### config.mk
export PLATFORM = sky130hd
export DESIGN_NAME = line_framer_byte_to_line_core
export DESIGN_NICKNAME = d
export VERILOG_FILES = /design/src/rtl/core/lf_pkg.sv /design/src/rtl/core/lf_line_store.sv /design/src/rtl/core/line_framer_byte_to_line_core.sv
export SDC_FILE = /design/constraint.sdc
export NUM_CORES = 1
export LEC_CHECK = 0
export BUFFER_PORTS_ARGS = -buffer_cell sky130_fd_sc_hd__buf_4
export CAP_MARGIN = 15
export CORE_ASPECT_RATIO = 1.4
export CORE_UTILIZATION = 38
export DETAILED_ROUTE_END_ITERATION = 6
export GPL_TIMING_DRIVEN = 1
export PLACE_DENSITY = 0.59
export SYNTH_ARGS = -nofsm -noshare
export SYNTH_HDL_FRONTEND = slang
export SYNTH_SLANG_ARGS = --single-unit
### constraint.sdc
create_clock -name clock -period 7.1 [get_ports clock]
set_clock_uncertainty 0.05 [all_clocks]
set_input_delay 0.71 -clock clock [delete_from_list [all_inputs] [get_ports clock]]
set_output_delay 0.71 -clock clock [all_outputs]
set_load 0.005 [all_outputs]
### src/rtl/core/lf_pkg.sv
package lf_pkg;

   localparam int LINE_DEPTH = 64;
   localparam int ADDR_W = $clog2(LINE_DEPTH);
   localparam int LEN_W = $clog2(LINE_DEPTH + 1);

   localparam logic [7:0] CHAR_CR = 8'h0D;
   localparam logic [7:0] CHAR_LF = 8'h0A;

endpackage

### src/rtl/core/lf_line_store.sv
module lf_line_store (
   input  logic                       clock,
   input  logic                       wr_en,
   input  logic [lf_pkg::ADDR_W-1:0]  wr_addr,
   input  logic [7:0]                 wr_data,
   input  logic                       rd_en,
   input  logic [lf_pkg::ADDR_W-1:0]  rd_addr,
   output logic [7:0]                 rd_data
);
   import lf_pkg::*;

   logic [7:0] mem [LINE_DEPTH];
   logic [7:0] rd_data_ff;

   always_ff @(posedge clock) begin
      if (wr_en) begin
         mem[wr_addr] <= wr_data;
      end
      if (rd_en) begin
         rd_data_ff <= mem[rd_addr];
      end
   end

   assign rd_data = rd_data_ff;

endmodule

### src/rtl/core/line_framer_byte_to_line_core.sv
// Line framer. Each input beat carries one byte, which is written into a 64-byte line
// store; the block takes one byte per cycle while a line is being filled. A carriage
// return, a line feed or a byte that fills the last slot ends the line. The line is
// then read back from the store's single read port, whose read data is registered,
// and sent as one output beat per byte, the last beat marked, with the line length
// and a cut mark for lines ended by a full store on every beat. No input byte is
// taken until the last beat of the line has reached the output register.
module line_framer_byte_to_line_core (
   input  logic                      clock,
   input  logic                      reset,
   input  logic                      req_valid,
   output logic                      req_ready,
   input  logic [7:0]                req_data_byte,
   output logic                      rsp_valid,
   input  logic                      rsp_ready,
   output logic [7:0]                rsp_out_byte,
   output logic                      rsp_last_of_line,
   output logic [lf_pkg::LEN_W-1:0]  rsp_line_length,
   output logic                      rsp_cut_by_full
);
   import lf_pkg::*;

   typedef enum logic {ST_FILL, ST_EMIT} state_type;

   state_type          state_ff, state_in;
   logic [ADDR_W-1:0]  fill_pos_ff, fill_pos_in;
   logic [LEN_W-1:0]   rd_ptr_ff, rd_ptr_in;
   logic [LEN_W-1:0]   len_ff, len_in;
   logic               cut_ff, cut_in;
   logic               pend_ff, pend_in;
   logic               pend_last_ff, pend_last_in;
   logic               rsp_valid_ff, rsp_valid_in;
   logic [7:0]         rsp_byte_ff, rsp_byte_in;
   logic               rsp_last_ff, rsp_last_in;
   logic [LEN_W-1:0]   rsp_len_ff, rsp_len_in;
   logic               rsp_cut_ff, rsp_cut_in;

   logic               accept;
   logic               is_term;
   logic               is_full;
   logic               load;
   logic               issue;
   logic [7:0]         rd_data;

   lf_line_store u_store (
      .clock   (clock),
      .wr_en   (accept),
      .wr_addr (fill_pos_ff),
      .wr_data (req_data_byte),
      .rd_en   (issue),
      .rd_addr (rd_ptr_ff[ADDR_W-1:0]),
      .rd_data (rd_data)
   );

   always_comb begin
      accept = req_valid && (state_ff == ST_FILL);
      is_term = (req_data_byte == CHAR_CR) || (req_data_byte == CHAR_LF);
      is_full = (fill_pos_ff == ADDR_W'(LINE_DEPTH - 1));
      load = pend_ff && (!rsp_valid_ff || rsp_ready);
      issue = (state_ff == ST_EMIT) && (rd_ptr_ff != len_ff) && (!pend_ff || load);

      state_in = state_ff;
      fill_pos_in = fill_pos_ff;
      rd_ptr_in = rd_ptr_ff;
      len_in = len_ff;
      cut_in = cut_ff;
      pend_in = pend_ff;
      pend_last_in = pend_last_ff;
      rsp_valid_in = rsp_valid_ff;
      rsp_byte_in = rsp_byte_ff;
      rsp_last_in = rsp_last_ff;
      rsp_len_in = rsp_len_ff;
      rsp_cut_in = rsp_cut_ff;

      if (load) begin
         rsp_valid_in = 1'b1;
         rsp_byte_in = rd_data;
         rsp_last_in = pend_last_ff;
         rsp_len_in = len_ff;
         rsp_cut_in = cut_ff;
      end else if (rsp_ready) begin
         rsp_valid_in = 1'b0;
      end

      if (issue) begin
         pend_in = 1'b1;
         pend_last_in = (rd_ptr_ff == len_ff - LEN_W'(1));
         rd_ptr_in = rd_ptr_ff + LEN_W'(1);
      end else if (load) begin
         pend_in = 1'b0;
      end

      case (state_ff)
         ST_FILL: begin
            if (accept) begin
               if (is_term || is_full) begin
                  state_in = ST_EMIT;
                  len_in = LEN_W'(fill_pos_ff) + LEN_W'(1);
                  cut_in = is_full && !is_term;
                  rd_ptr_in = '0;
                  fill_pos_in = '0;
               end else begin
                  fill_pos_in = fill_pos_ff + ADDR_W'(1);
               end
            end
         end
         ST_EMIT: begin
            if ((rd_ptr_ff == len_ff) && !pend_ff) begin
               state_in = ST_FILL;
            end
         end
         default: begin
            state_in = ST_FILL;
         end
      endcase
   end

   always_ff @(posedge clock) begin
      if (reset) begin
         state_ff <= ST_FILL;
         fill_pos_ff <= '0;
         pend_ff <= 1'b0;
         rsp_valid_ff <= 1'b0;
      end else begin
         state_ff <= state_in;
         fill_pos_ff <= fill_pos_in;
         pend_ff <= pend_in;
         rsp_valid_ff <= rsp_valid_in;
      end
      rd_ptr_ff <= rd_ptr_in;
      len_ff <= len_in;
      cut_ff <= cut_in;
      pend_last_ff <= pend_last_in;
      rsp_byte_ff <= rsp_byte_in;
      rsp_last_ff <= rsp_last_in;
      rsp_len_ff <= rsp_len_in;
      rsp_cut_ff <= rsp_cut_in;
   end

   assign req_ready = (state_ff == ST_FILL);
   assign rsp_valid = rsp_valid_ff;
   assign rsp_out_byte = rsp_byte_ff;
   assign rsp_last_of_line = rsp_last_ff;
   assign rsp_line_length = rsp_len_ff;
   assign rsp_cut_by_full = rsp_cut_ff;

endmodule

==> results.toml <==
[clock_tree]
tritoncts.num_buffers = 49
ctsHoldBuffers = 0
post_cts.resized_instances = 0
cts-root-buf = "clkbuf_16"
cts_setup_buffers = 0
cts.htree.levels = 2
numClockSinks = 562
cts_tree = "yes"
worstSkewPairLatency_ns = 0.58
clk_pin_slew_worst_paths_ns = 0.06
clock_path_buffers = 3

[global_route]
grt_first_pass_wirelength_mm = 74.4
number_of_antenna_violations_at_the_first_check_in_global_routing = 0
first_global_vias = 11000
grt_start_max_net_pins = 67
overflow = 0
grt_use_total_pct = 17.6

[power]
power-per-cell-area_mw_per_mm2 = 295
p_leak_nw = 7.36
post-layout-total-power_mw = 7.24
power.ir.vdd_worst_mv = 0.207

[sta]
setup_violations = 0
timing_max_transition_violations_final = 0
finalHoldViolations = 0
fmaxAchievable_mhz = 293
min_period_ns = 3.42
maxSlewHeadroom_pct = 28.1
sum_neg_setup_slack_ns = 0
tightest_slew_ns = 1.07
rsz0062_at_grt = "false"
final_min_period_over_clock_period_pct = 48.1

[cells_and_area]
mostFrequentLayoutCells = "546 x edfxtp_1, 114 x mux4_2, 78 x nor2_1"
insertedDiodeCount = 0
layout.cells.non_filler = 1927
syn_to_final_growth_pct = 11.4
drive_gt1_share_pct = 20.1
final_common_cell = "edfxtp_1"
final_net_count = 1162

[placed_design]
dp.cells = 1837
detailedPlacementHpwl_mm = 31.5
place_congestion = 0.793
portBuffers = 30

[worst_setup_path]
critical_path.endpoint_type = "flip-flop"
critical_path_class = "flip-flop to flip-flop"
cp_slowest_cell = "dfxtp_4"
path_max_fanout = 61
cp.required_ns = 7.36
timing.critical_path.slowest_cell_delay_ns = 0.99
worst_setup_path_start_kind = "flip-flop"
cp_cell_sequence = "buf_12, mux4_2, a221oi_1, o21ai_0, a32o_1"
critPathArrivalTime_ns = 3.68

[floorplanning]
floorplan.initialDensity_pct = 38.4
fp.coreArea_sq_mm = 0.0574
die_x_um = 206
floorplan.rows = 104
dieArea_sq_mm = 0.0590
dieHeight_um = 287
num_io_pins = 31

[routing]
routed-wl-met2_mm = 27.0
routed_wl_mm = 50.9
wl_met3_mm = 2.37
drtPass1Iterations = 6
post_drt_via_cell_ratio = 5.51
dr_total_vias = 10600
first_iter_violations = 970
route.detailed.drc = 0
drtAntennaViolNets = 0
maxUsedRoutingLayer = "met4"
avgRoutedWirePerCell_um = 26.4
sum_of_routed_wire_segments_on_met1_mm = 20.1

[synthesis]
synth-edff-count = 546
synthesis.area_sq_mm = 0.0220
postSynth.asyncResetShare_pct = 0
number_of_cells_produced_by_synthesis = 1115
synthesis.nets = 1130
dominant_combinational_cell_family_by_area_after_synthesis = "multiplexers"
most_used_dff_post_synth = "edfxtp_1"
synth-compound-area-share_pct = 3.26
synth_fa_ha_area_share_pct = 0.170
count_of_yosys_warnings_during_synthesis = 0
postSynthRegisterBits = 562
synthXorXnorAreaFrac_pct = 0.834
yosysUniqueCellTypes = 51
seq_area_frac_synth_pct = 75.8
avgSynthCellArea_sq_um = 19.8
synth_simple_gate_area_share_pct = 3.72
post_synth_mux_area_share_pct = 14.5

[run]
maxCapViolCount = 0

[hold_path]
min_path_type = "input port to flip-flop"

[run_status]
run_status = "complete, no violations"
## through the flow
stage	worst slack, ns	hold slack, ns	utilization [%]	cell area, sq um
floorplan	4.59	0.350	-	22000
global placement	3.62	0.362	40.1	23000
detailed placement	3.62	0.361	40.1	23000
CTS	3.60	0.320	42.8	24500
global route	3.42	0.334	42.8	24500
finish	3.68	0.341	42.8	24500
## power breakdown
group / switching, mW / internal, mW / total (mW) / leakage, nW
clock: 1.16 / 1.48 / 2.64 / 0.763
combinational: 0.422 / 0.430 / 0.852 / 1.56
sequential: 0.0938 / 3.65 / 3.75 / 5.04
total: 1.67 / 5.57 / 7.24 / 7.36
## layout make-up
class | count | area (sq um)
fillers | 4940 | 32800
flip-flops and latches | 562 | 16700
multi-input cells | 481 | 4960
clock buffers | 59 | 1260
well taps | 742 | 928
repair buffers | 44 | 343
clock inverters | 30 | 290
inverters | 9 | 33.8
## per-layer routing
layer | vias up | global-route usage, %
met5 | - | 0
met4 | 0 | 5.89
met3 | 72 | 2.27
met2 | 328 | 31.2
met1 | 5605 | 22.0
li1 | 4615 | -
## worst max-delay path, delay by kind of cell, from the launching register on
kind / cells / cell delay [ns]
AO/OA/AOI/OAI: 3 / 0.94
buffers and inverters: 1 / 0.47
flip-flops: 1 / 0.99
multiplexers: 1 / 0.58
## flip-flops by register name, summed over array words and instances, names as in the netlist
register,flops
rsp_valid,1
rsp_line_length,7
u_store.rd_data,8
state_ff,1
cut_ff,1
rsp_cut_by_full,1
rsp_last_of_line,1
rd_ptr_ff,7
u_store.mem,512
pend_ff,1
fill_pos_ff,6
pend_last_ff,1
len_ff,7
rsp_out_byte,8
## final timing paths
path,slack [ns],startpoint,cells after the start,to
setup reg to reg,3.68,rd_ptr_ff[0],5,u_store.rd_data[1]
hold reg to reg,0.38,u_store.rd_data[7],0,rsp_out_byte[7]
hold / removal,0.34,reset,2,fill_pos_ff[4]
setup / recovery,3.68,rd_ptr_ff[0],5,u_store.rd_data[1]
## kinds of logic after synthesis
logic type	Yosys count
AO/OA/AOI/OAI	105
XOR/XNOR	21
buffers and inverters	72
adder cells (fa/ha/maj)	3
AND/OR/NAND/NOR	177
flip-flops	562
multiplexers	175
## Yosys cell counts (3+ instances only)
cell type	instances	area, sq um
a211oi_1	10	75.1
a21oi_1	17	85.1
a221oi_1	9	78.8
a22oi_1	14	105
a32o_1	7	70.1
and2_1	3	18.8
buf_1	4	15.0
buf_2	18	90.1
buf_4	7	52.6
buf_6	8	90.1
clkbuf_1	26	97.6
dfxtp_1	16	320
edfxtp_1	546	16400
ha_1	3	37.5
inv_1	8	30.0
mux2_2	7	78.8
mux2i_1	54	541
mux4_2	114	2570
nand2_1	37	139
nand2b_1	6	37.5
nand3_1	16	80.1
nand3b_1	3	22.5
nor2_1	78	293
nor2b_1	8	50.1
nor3_1	5	25.0
o211ai_1	3	22.5
o21ai_0	21	105
o221ai_1	7	61.3
o22ai_1	8	50.1
or3_1	3	18.8
xnor2_1	13	114
xor2_1	8	70.1
No activity file was read; power rests on OpenSTA's default activity.
